**config.mk**
```make
export PLATFORM = sky130hd
export DESIGN_NAME = tls_client_hello_parser_top
export DESIGN_NICKNAME = d
export VERILOG_FILES = /design/src/sv/tcp_pkg.sv /design/src/sv/tls_client_hello_parser_top.sv
export SDC_FILE = /design/constraint.sdc
export NUM_CORES = 1
export LEC_CHECK = 0
export BUFFER_PORTS_ARGS = -buffer_cell sky130_fd_sc_hd__buf_4
export CAP_MARGIN = 20
export CORE_ASPECT_RATIO = 2
export CORE_MARGIN = 8
export CORE_UTILIZATION = 30
export DETAILED_ROUTE_END_ITERATION = 7
export PLACE_DENSITY = 0.53
export SLEW_MARGIN = 20
export SYNTH_ARGS = -nofsm -noshare
export SYNTH_HDL_FRONTEND = slang
export SYNTH_SLANG_ARGS = --single-unit
```
**constraint.sdc**
```tcl
create_clock -name clk -period 15.85 [get_ports clk]
set_clock_uncertainty 0.15 [all_clocks]
set_input_delay 2.3775 -clock clk [delete_from_list [all_inputs] [get_ports clk]]
set_output_delay 2.3775 -clock clk [all_outputs]
set_load 0.02 [all_outputs]
```
**src/sv/tcp_pkg.sv**
```systemverilog
// ---------------------------------------------------------------------------
// TLS ClientHello parser package
// Shared types, codes and the cipher suite table.
// ---------------------------------------------------------------------------
package tcp_pkg;

    localparam int MaxMessage = 4096;
    localparam int NumCiphers = 16;
    localparam int TableSize  = 16;

    localparam logic [3:0] PH_HDR     = 4'd0;
    localparam logic [3:0] PH_TYPE    = 4'd1;
    localparam logic [3:0] PH_FIXED   = 4'd2;
    localparam logic [3:0] PH_SIDLEN  = 4'd3;
    localparam logic [3:0] PH_SID     = 4'd4;
    localparam logic [3:0] PH_CIPHERS = 4'd5;
    localparam logic [3:0] PH_COMPLEN = 4'd6;
    localparam logic [3:0] PH_COMP    = 4'd7;
    localparam logic [3:0] PH_EXTHDR  = 4'd8;
    localparam logic [3:0] PH_EXTSKIP = 4'd9;
    localparam logic [3:0] PH_SNI     = 4'd10;
    localparam logic [3:0] PH_ALPN    = 4'd11;
    localparam logic [3:0] PH_IDLE    = 4'd12;
    localparam logic [3:0] PH_OWED    = 4'd13;

    localparam logic [2:0] K_CIPHER = 3'd0;
    localparam logic [2:0] K_SNI    = 3'd1;
    localparam logic [2:0] K_SNIEND = 3'd2;
    localparam logic [2:0] K_DONE   = 3'd3;
    localparam logic [2:0] K_ERROR  = 3'd4;
    localparam logic [2:0] K_NOTCH  = 3'd5;

    localparam logic [7:0] E_BUF_SHORT = 8'd1;
    localparam logic [7:0] E_TOO_LONG  = 8'd2;
    localparam logic [7:0] E_OVERRUN   = 8'd3;
    localparam logic [7:0] E_ODD_CIPH  = 8'd4;
    localparam logic [7:0] E_SNI_LONG  = 8'd5;
    localparam logic [7:0] E_SNI_RUN   = 8'd6;
    localparam logic [7:0] E_ALPN_LONG = 8'd7;
    localparam logic [7:0] E_ALPN_RUN  = 8'd8;
    localparam logic [7:0] E_ALPN_NONE = 8'd9;

    localparam logic [15:0] EXT_SNI  = 16'h0000;
    localparam logic [15:0] EXT_ALPN = 16'h0010;

    typedef struct packed {
        logic [7:0] data_byte;
        logic       last_byte;
    } tcp_in_t;

    typedef struct packed {
        logic [2:0] kind;
        logic [7:0] value;
        logic       final_res;
    } tcp_out_t;

    function automatic logic [15:0] suite_code(input logic [3:0] idx);
        logic [15:0] c;
        begin
            case (idx)
                4'd0:    c = 16'h1301;
                4'd1:    c = 16'h1302;
                4'd2:    c = 16'h1303;
                4'd3:    c = 16'hc02b;
                4'd4:    c = 16'hc02f;
                4'd5:    c = 16'hc02c;
                4'd6:    c = 16'hc030;
                4'd7:    c = 16'hcca9;
                4'd8:    c = 16'hcca8;
                4'd9:    c = 16'hc013;
                4'd10:   c = 16'hc014;
                4'd11:   c = 16'h009c;
                4'd12:   c = 16'h009d;
                4'd13:   c = 16'h002f;
                4'd14:   c = 16'h0035;
                default: c = 16'h000a;
            endcase
            return c;
        end
    endfunction

    function automatic logic [7:0] h2_char(input logic idx);
        return idx ? 8'h32 : 8'h68;
    endfunction

    function automatic logic [7:0] h11_char(input logic [2:0] idx);
        logic [7:0] c;
        begin
            case (idx)
                3'd0:    c = 8'h68;
                3'd1:    c = 8'h74;
                3'd2:    c = 8'h74;
                3'd3:    c = 8'h70;
                3'd4:    c = 8'h2f;
                3'd5:    c = 8'h31;
                3'd6:    c = 8'h2e;
                default: c = 8'h31;
            endcase
            return c;
        end
    endfunction

endpackage

```
**src/sv/tls_client_hello_parser_top.sv**
```systemverilog
// ---------------------------------------------------------------------------
// TLS ClientHello parser
// Byte-stream parser reporting cipher matches, SNI host name and ALPN flags.
// ---------------------------------------------------------------------------
// The parser takes one record byte per request on the input channel and gives
// at most one result per byte. A byte is taken every cycle as long as the
// input register is empty or the output register is free or being drained:
// every byte passes through one input register, the parse logic and one
// result register, so the rate is one byte per clock unless the output stalls.
// A byte's result is loaded into the result register when the parse stage
// advances, and out_valid comes straight from that register. Results:
// cipher matches carry the suite table index, host name bytes stream as SNI
// requests closed by an SNI-end request, and the record closes with done
// (ALPN flags h2 in bit 0, http/1.1 in bit 1) or a numbered error, both with
// final_res set. After a final result bytes are dropped up to and including
// the next one marked last_byte.
// ---------------------------------------------------------------------------
module tls_client_hello_parser_top
    import tcp_pkg::*;
(
    input  logic     clk,
    input  logic     rst_n,
    input  logic     in_valid,
    output logic     in_ready,
    input  tcp_in_t  in_data,
    output logic     out_valid,
    input  logic     out_ready,
    output tcp_out_t out_data
);

    // input register
    logic    iv_reg;
    tcp_in_t id_reg;
    // output register
    logic     ov_reg;
    tcp_out_t od_reg;

    logic [3:0]  ph_reg, ph_next;
    logic [15:0] off_reg, off_next;
    logic [15:0] rend_reg, rend_next;
    logic [15:0] send_reg, send_next;
    logic [15:0] skip_reg, skip_next;
    logic [7:0]  hb_reg, hb_next;
    logic [15:0] ext_reg, ext_next;
    logic [7:0]  elen_reg, elen_next;
    logic [7:0]  epos_reg, epos_next;
    logic [1:0]  cand_reg, cand_next;
    logic [1:0]  prot_reg, prot_next;
    logic [1:0]  seen_reg, seen_next;

    logic        have, fin, owe;
    logic [2:0]  rkind;
    logic [7:0]  rval;

    logic        advance;
    // parse stage may move when output register is free or drains
    assign advance  = !ov_reg || out_ready;
    assign in_ready = !iv_reg || advance;

    assign out_valid = ov_reg;
    assign out_data  = od_reg;

    always_comb
    begin
        logic [7:0]  b;
        logic        ends;
        logic [16:0] e;
        logic [16:0] len;
        logic [15:0] code;
        logic [15:0] skd;
        logic [1:0]  cm;
        logic [1:0]  pf;
        logic        alpn_cl;
        logic        sni_cl;
        logic        stop;
        b = id_reg.data_byte;
        ph_next = ph_reg; off_next = off_reg; rend_next = rend_reg;
        send_next = send_reg; skip_next = skip_reg; hb_next = hb_reg;
        ext_next = ext_reg; elen_next = elen_reg; epos_next = epos_reg;
        cand_next = cand_reg; prot_next = prot_reg; seen_next = seen_reg;
        have = 1'b0; fin = 1'b0; owe = 1'b0; rkind = K_CIPHER; rval = 8'd0;
        ends = (off_reg + 16'd1) == send_reg;
        e = 17'd0; len = 17'd0; code = 16'd0; skd = skip_reg - 16'd1;
        cm = 2'd0; pf = prot_reg; alpn_cl = 1'b0; sni_cl = 1'b0; stop = 1'b0;

        if (ph_reg == PH_IDLE) begin
            if (id_reg.last_byte) begin
                ph_next = PH_HDR; off_next = 16'd0;
            end
        end else if (ph_reg == PH_OWED) begin
            have = 1'b1; fin = 1'b1; rkind = K_DONE; rval = {6'd0, prot_reg};
        end else begin
            case (ph_reg)
                PH_HDR: begin
                    if (off_reg == 16'd0) begin
                        rend_next = '0; send_next = '0; skip_next = '0;
                        hb_next = '0; ext_next = '0; elen_next = '0;
                        epos_next = '0; cand_next = '0; prot_next = '0;
                        seen_next = '0;
                    end
                    if (off_reg == 16'd3) hb_next = b;
                    if (off_reg >= 16'd4) begin
                        e = {1'b0, hb_reg, b} + 17'd5;
                        if (e > 17'(MaxMessage)) begin
                            have = 1'b1; fin = 1'b1; rkind = K_ERROR; rval = E_TOO_LONG;
                        end else begin
                            rend_next = e[15:0]; ph_next = PH_TYPE;
                        end
                    end
                end
                PH_TYPE: begin
                    if (b != 8'h01) begin
                        have = 1'b1; fin = 1'b1; rkind = K_NOTCH; rval = 8'd0;
                    end else ph_next = PH_FIXED;
                end
                PH_FIXED: begin
                    if (off_reg >= 16'd42) ph_next = PH_SIDLEN;
                end
                PH_SIDLEN: begin
                    skip_next = {8'd0, b}; epos_next = 8'd0;
                    ph_next = (b != 8'd0) ? PH_SID : PH_CIPHERS;
                end
                PH_SID: begin
                    skip_next = skd;
                    if (skd == 16'd0) begin
                        ph_next = PH_CIPHERS; epos_next = 8'd0;
                    end
                end
                PH_CIPHERS: begin
                    if (epos_reg == 8'd0 || epos_reg == 8'd2) begin
                        hb_next = b; epos_next = epos_reg + 8'd1;
                    end else if (epos_reg == 8'd1) begin
                        len = {1'b0, hb_reg, b};
                        e = {1'b0, off_reg} + 17'd1 + len;
                        if (b[0]) begin
                            have = 1'b1; fin = 1'b1; rkind = K_ERROR; rval = E_ODD_CIPH;
                        end else if (e > {1'b0, rend_reg}) begin
                            have = 1'b1; fin = 1'b1; rkind = K_ERROR; rval = E_OVERRUN;
                        end else begin
                            send_next = e[15:0];
                            if (len == 17'd0) ph_next = PH_COMPLEN;
                            else epos_next = 8'd2;
                        end
                    end else begin
                        code = {hb_reg, b};
                        for (int i = TableSize - 1; i >= 0; i--) begin
                            if (i < NumCiphers && suite_code(4'(i)) == code) begin
                                have = 1'b1; rkind = K_CIPHER; rval = 8'(i);
                            end
                        end
                        if (ends) ph_next = PH_COMPLEN;
                        else epos_next = 8'd2;
                    end
                end
                PH_COMPLEN: begin
                    skip_next = {8'd0, b} + 16'd2; ph_next = PH_COMP;
                end
                PH_COMP: begin
                    skip_next = skd;
                    if (skd == 16'd0) begin
                        ph_next = PH_EXTHDR; epos_next = 8'd0;
                    end
                end
                PH_EXTHDR: begin
                    if (epos_reg == 8'd0) begin
                        ext_next = {b, 8'd0}; epos_next = 8'd1;
                    end else if (epos_reg == 8'd1) begin
                        ext_next = {ext_reg[15:8], b}; epos_next = 8'd2;
                    end else if (epos_reg == 8'd2) begin
                        hb_next = b; epos_next = 8'd3;
                    end else begin
                        len = {1'b0, hb_reg, b};
                        e = {1'b0, off_reg} + 17'd1 + len;
                        if (e > {1'b0, rend_reg}) begin
                            have = 1'b1; fin = 1'b1; rkind = K_ERROR; rval = E_OVERRUN;
                        end else begin
                            send_next = e[15:0]; epos_next = 8'd0;
                            if (ext_reg == EXT_SNI && !seen_reg[0]) begin
                                if (hb_reg != 8'd0) begin
                                    have = 1'b1; fin = 1'b1; rkind = K_ERROR;
                                    rval = E_SNI_LONG;
                                end else if (len == 17'd0) begin
                                    have = 1'b1; fin = 1'b1; rkind = K_ERROR;
                                    rval = E_SNI_RUN;
                                end else ph_next = PH_SNI;
                            end else if (ext_reg == EXT_ALPN && !seen_reg[1]) begin
                                if (len == 17'd0) begin
                                    have = 1'b1; fin = 1'b1; rkind = K_ERROR;
                                    rval = E_ALPN_RUN;
                                end else begin
                                    ph_next = PH_ALPN; skip_next = 16'd0;
                                end
                            end else if (len != 17'd0) ph_next = PH_EXTSKIP;
                        end
                    end
                end
                PH_EXTSKIP: begin
                    if (ends) begin
                        ph_next = PH_EXTHDR; epos_next = 8'd0;
                    end
                end
                PH_SNI: begin
                    if (epos_reg >= 8'd5) begin
                        skip_next = skd;
                        have = 1'b1; rval = b;
                        if (skd == 16'd0) begin
                            rkind = K_SNIEND; sni_cl = 1'b1;
                        end else rkind = K_SNI;
                    end else if (epos_reg == 8'd3 && b != 8'd0) begin
                        have = 1'b1; fin = 1'b1; rkind = K_ERROR; rval = E_SNI_LONG;
                    end else if (epos_reg == 8'd4) begin
                        elen_next = b;
                        e = {1'b0, off_reg} + 17'd1 + {9'd0, b};
                        if (e > {1'b0, send_reg}) begin
                            have = 1'b1; fin = 1'b1; rkind = K_ERROR; rval = E_SNI_RUN;
                        end else if (b == 8'd0) begin
                            have = 1'b1; rkind = K_SNIEND; rval = 8'd0; sni_cl = 1'b1;
                        end else begin
                            skip_next = {8'd0, b}; epos_next = 8'd5;
                        end
                    end else if (ends) begin
                        have = 1'b1; fin = 1'b1; rkind = K_ERROR; rval = E_SNI_RUN;
                    end else epos_next = epos_reg + 8'd1;
                    if (sni_cl) begin
                        seen_next = seen_reg | 2'b01;
                        ph_next = ends ? PH_EXTHDR : PH_EXTSKIP;
                        epos_next = 8'd0;
                        // done owed: sni end already occupies this byte
                        if (seen_reg[1]) owe = 1'b1;
                    end
                end
                PH_ALPN: begin
                    if (epos_reg == 8'd0) begin
                        if (b != 8'd0) begin
                            have = 1'b1; fin = 1'b1; rkind = K_ERROR; rval = E_ALPN_LONG;
                        end else if (ends) begin
                            have = 1'b1; fin = 1'b1; rkind = K_ERROR; rval = E_ALPN_RUN;
                        end else epos_next = 8'd1;
                    end else if (epos_reg == 8'd1) begin
                        e = {1'b0, off_reg} + 17'd1 + {9'd0, b};
                        if (e > {1'b0, send_reg}) begin
                            have = 1'b1; fin = 1'b1; rkind = K_ERROR; rval = E_ALPN_RUN;
                        end else if (b == 8'd0) alpn_cl = 1'b1;
                        else begin
                            skip_next = {8'd0, b}; elen_next = 8'd0; epos_next = 8'd2;
                        end
                    end else begin
                        skip_next = skd;
                        if (elen_reg == 8'd0) begin
                            if ({8'd0, b} > skd) begin
                                have = 1'b1; fin = 1'b1; rkind = K_ERROR;
                                rval = E_ALPN_RUN;
                            end else begin
                                elen_next = b; hb_next = 8'd0;
                                cand_next = {b == 8'd8, b == 8'd2};
                                if (skd == 16'd0) alpn_cl = 1'b1;
                            end
                        end else begin
                            cm = cand_reg;
                            if (cm[0] && (hb_reg >= 8'd2 || b != h2_char(hb_reg[0])))
                                cm[0] = 1'b0;
                            if (cm[1] && (hb_reg >= 8'd8 || b != h11_char(hb_reg[2:0])))
                                cm[1] = 1'b0;
                            cand_next = cm;
                            hb_next = hb_reg + 8'd1;
                            elen_next = elen_reg - 8'd1;
                            if (elen_reg == 8'd1) pf = prot_reg | cm;
                            prot_next = pf;
                            if (skd == 16'd0) alpn_cl = 1'b1;
                        end
                    end
                    if (alpn_cl) begin
                        if (pf == 2'd0) begin
                            have = 1'b1; fin = 1'b1; rkind = K_ERROR; rval = E_ALPN_NONE;
                        end else begin
                            seen_next = seen_reg | 2'b10;
                            ph_next = ends ? PH_EXTHDR : PH_EXTSKIP;
                            epos_next = 8'd0;
                            if (seen_reg[0]) begin
                                have = 1'b1; fin = 1'b1; rkind = K_DONE;
                                rval = {6'd0, pf};
                            end
                        end
                    end
                end
                default: begin
                    ph_next = PH_HDR;
                end
            endcase
            if (ph_reg > PH_OWED) begin
                off_next = '0; rend_next = '0; send_next = '0; skip_next = '0;
                hb_next = '0; ext_next = '0; elen_next = '0; epos_next = '0;
                cand_next = '0; prot_next = '0; seen_next = '0;
            end else begin
                if (!fin && !owe && rend_next != 16'd0 &&
                    (off_reg + 16'd1) == rend_next) begin
                    stop = (ph_next == PH_EXTHDR && epos_next == 8'd0) ||
                           (ph_next == PH_COMP && skip_next == 16'd2);
                    if (stop) begin
                        if (have) owe = 1'b1;
                        else begin
                            have = 1'b1; fin = 1'b1; rkind = K_DONE;
                            rval = {6'd0, prot_next};
                        end
                    end else begin
                        have = 1'b1; fin = 1'b1; rkind = K_ERROR; rval = E_OVERRUN;
                    end
                end
                off_next = off_reg + 16'd1;
            end
        end

        if (ph_reg != PH_IDLE && ph_reg <= PH_OWED) begin
            if (fin) begin
                ph_next = id_reg.last_byte ? PH_HDR : PH_IDLE;
                off_next = 16'd0;
            end else if (owe) begin
                ph_next = PH_OWED;
            end else if (id_reg.last_byte) begin
                have = 1'b1; fin = 1'b1; rkind = K_ERROR; rval = E_BUF_SHORT;
                ph_next = PH_HDR; off_next = 16'd0;
            end
        end
    end

    always_ff @(posedge clk or negedge rst_n)
    begin
        if (!rst_n) begin
            iv_reg <= 1'b0;
            ov_reg <= 1'b0;
            ph_reg <= PH_HDR;
            off_reg <= '0; rend_reg <= '0; send_reg <= '0; skip_reg <= '0;
            hb_reg <= '0; ext_reg <= '0; elen_reg <= '0; epos_reg <= '0;
            cand_reg <= '0; prot_reg <= '0; seen_reg <= '0;
        end else begin
            if (in_ready) begin
                iv_reg <= in_valid;
                id_reg <= in_data;
            end
            if (advance) begin
                ov_reg <= iv_reg && have;
                if (iv_reg) begin
                    od_reg <= '{kind: rkind, value: rval, final_res: fin};
                    ph_reg <= ph_next; off_reg <= off_next; rend_reg <= rend_next;
                    send_reg <= send_next; skip_reg <= skip_next; hb_reg <= hb_next;
                    ext_reg <= ext_next; elen_reg <= elen_next;
                    epos_reg <= epos_next; cand_reg <= cand_next;
                    prot_reg <= prot_next; seen_reg <= seen_next;
                end
            end
        end
    end

    // result register holds while stalled
    a_out_hold: assert property (@(posedge clk) disable iff (!rst_n)
        ov_reg && !out_ready |=> ov_reg && $stable(od_reg))
        else $error("result changed while stalled");
    // entering the owed-done phase always comes with an sni end result
    a_owed: assert property (@(posedge clk) disable iff (!rst_n)
        (ph_reg != PH_OWED) ##1 (ph_reg == PH_OWED) |-> ov_reg && od_reg.kind == K_SNIEND)
        else $error("owed done without sni end");
    // final results carry only final kinds
    a_final: assert property (@(posedge clk) disable iff (!rst_n)
        ov_reg && od_reg.final_res |-> od_reg.kind == K_DONE ||
        od_reg.kind == K_ERROR || od_reg.kind == K_NOTCH)
        else $error("final flag on wrong kind");

endmodule
```
==> results.cfg <==
[routing]
drtAntennaViolNets = 0
wl_um = 77800
drt_first_pass_iters = 8
drcViolationCount = 4
wl_met1_um = 24500
viasPerCell = 6.33
met2_length_um = 39600
routedWlPerCell_um = 30.9
dr_total_vias = 15900
drtIter0Drc = 1537
dr_wl_met3_um = 4370
top_layer_used = met4

[sta]
min_period_ns = 8.57
hold_viol_final = 0
finalCritPeriodShare_pct = 54.1
holdWs_ns = 0.338
worst_slew_pin_slew_ns = 1.22
max_clock_freq_mhz = 117
max_slew_margin_pct = 18.6
grt_setup_unrepaired = false
setup_viol = 0
slew_violations = 0
setup_tns_ns = 0

[setup_path]
cp_num_buf_inv = 1
crit_family = compound AO/OA/AOI/OAI gates
crit_path_max_fanout = 17
setup.worst_path.end_class = flop
worst_setup_path_start_kind = flop
critical_path_class = reg -> reg
critPathArrivalTime_ns = 8.74
critPathSlowestCell = nor4_2
slowest_delay_ns = 0.99
crit_top_cell = ha_1
worstPathRequired_ns = 16.02

[global_route]
grt_pass1_wl_um = 112000
track_usage_pct = 28.7
grt_max_degree = 47
grt-ovfl-total = 0
grt_pass1_vias = 15800
antenna_found_initial = 2

[power]
p_leak_nw = 6.29
clock_power_share_pct = 14.0
net-switching-power_mw = 1.77
p_comb_share_pct = 67.1
seq_power_share_pct = 19.0
p_int_mw = 1.30
power_density_nw_per_um2 = 195
p_sw_share_pct = 57.6
max-vdd-ir-drop_mv = 0.0827

[final_layout]
stdcell_count = 2515
synthToLayoutAreaGrowth_pct = 11.9
drive_gt1_share_pct = 8.44
nets = 1970
n_fill_cell = 5070
fin_util_pct = 33.8

[clock_tree]
clk_latency_ns = 0.48
clk_path_buf_depth = 2
cts.clk_slew.worst_paths_ns = 0.07
cts_tree = done
cts_resized = 0
post-cts-setup-buffers = 0
holdBufCountCts = 0
htree_num_levels = 4
cts_buffers = 17
clkSinkCount = 137
cts_root_buf = clkbuf_16

[logic_synthesis]
syn-num-nets = 1973
synth_ff_type = dfrtp_1
avgSynthCellArea_sq_um = 7.50
ys_seq_area_share_pct = 25.1
synth_cells = 1874
synth_edf_count = 21
synth_top_cell_by_area = dfrtp_1
ys_ff_latch = 137
synth_common_cells = nand2_1, nor2_1, o21ai_0
async_reset_ff_share_pct = 84.7
syn_area_sq_um = 14100
yosysTopAreaCellShare_pct = 20.7
yosysMostFrequentCell = nand2_1
synth_area_leaders = dfrtp_1, ha_1, o21ai_0
yosys_warnings = 0
synth.distinct_cells = 92

[floorplan]
die_w_um = 169
start_util_pct = 30.2
num_rows = 112
fp.dieH_um = 322
design.portCount = 27
die_area_sq_um = 54500
core-area_sq_um = 46500

[placement]
dpl.hpwl_um = 59500
dp.cells = 2476
numPortBuffers = 26
gp_congestion = 1.07

[status]
outcome = finished with violations
violations = design-rule violations

[min_path]
worstHoldPathType = reg -> reg

[job]
maxCapViolations = 0
[final cells by class]
type	instances	area, sq um	area share, %
clock inverter	15	178	1.13
tap	627	785	4.99
inverter	89	334	2.12
clock buffer	17	425	2.70
sequential	137	3530	22.5
antenna	4	10.0	0.0636
multi-input combinational	1540	9820	62.4
timing repair buffer	86	647	4.11
[path summary, 6_finish.rpt]
| path | slack (ns) | depth (start not counted) | start | end |
|---|---|---|---|---|
| worst max-delay path | 7.28 | 28 | off_reg[0] | out_data[6] |
| worst min-delay path | 0.34 | 2 | send_reg[3] | send_reg[3] |
| worst max register to register | 7.28 | 28 | off_reg[0] | out_data[6] |
| worst min register to register | 0.34 | 2 | send_reg[3] | send_reg[3] |
| max in group asynchronous | 12.81 | 2 | rst_n | off_reg[4] |
| min in group asynchronous | 1.67 | 1 | rst_n | elen_reg[7] |
[per-layer routing]
layer	vias to the layer above	GRT usage, %
li1	7027	-
met1	7623	26.5
met2	878	51.7
met3	391	4.96
met4	0	29.0
met5	-	0
[through the flow]
stage	total power [mW]	setup slack, ns	instance area, sq um
after floorplan	1.78	9.15	14100
after global placement	2.55	7.30	15100
after detailed placement	2.56	7.36	15100
after CTS	3.00	7.33	15700
after global routing	3.23	6.72	15700
final	3.07	7.28	15700
[tightest hold or removal path, cell delays in order (launching register included)]
cell and delay, ns:
dfrtp_1 0.35, nand2_1 0.05, o21ai_0 0.06
[cells by family (layout without fill, tap and decap cells)]
group | Yosys count | after routing | share of synthesized area [%]
and+or+nand+nor | 749 | 749 | 26.7
AOI/OAI and AO/OA | 608 | 608 | 28.7
buffers and inverters | 197 | 207 | 5.38
DFF | 137 | 137 | 25.1
adders and majority gates | 86 | 86 | 7.71
xor gates and xnor gates | 85 | 85 | 5.59
muxes | 12 | 12 | 0.863
other | 0 | 4 | 0
[power by group through the flow]
stage	registers, mW	logic [mW]	clock network [mW]
global placement	0.582	1.97	0
detailed placement	0.584	1.98	0
floorplan	0.516	1.27	0
global route	0.591	2.19	0.450
finish	0.582	2.06	0.429
CTS	0.577	1.99	0.437
[placed cells by master (no fill, tap or decap), types with 12 or more instances in the layout]
master     count
a211o_1       12
a211oi_1      23
a21o_1        17
a21oi_1      122
a221oi_1      13
a22o_1        28
a22oi_1       12
a31oi_1       22
and2_1        20
and3_1        31
buf_4         83
clkbuf_16     17
dfrtp_1      116
edfxtp_1      21
ha_1          85
inv_1         88
nand2_1      186
nand2b_1      17
nand3_1       68
nand4_1       40
nor2_1       177
nor2b_1       17
nor3_1        66
nor4_1        39
o211ai_1      17
o21ai_0      165
o21ai_1       12
o31ai_1       29
or3_1         17
xnor2_1       59
xor2_1        23
(Power assumes the default switching activity.)
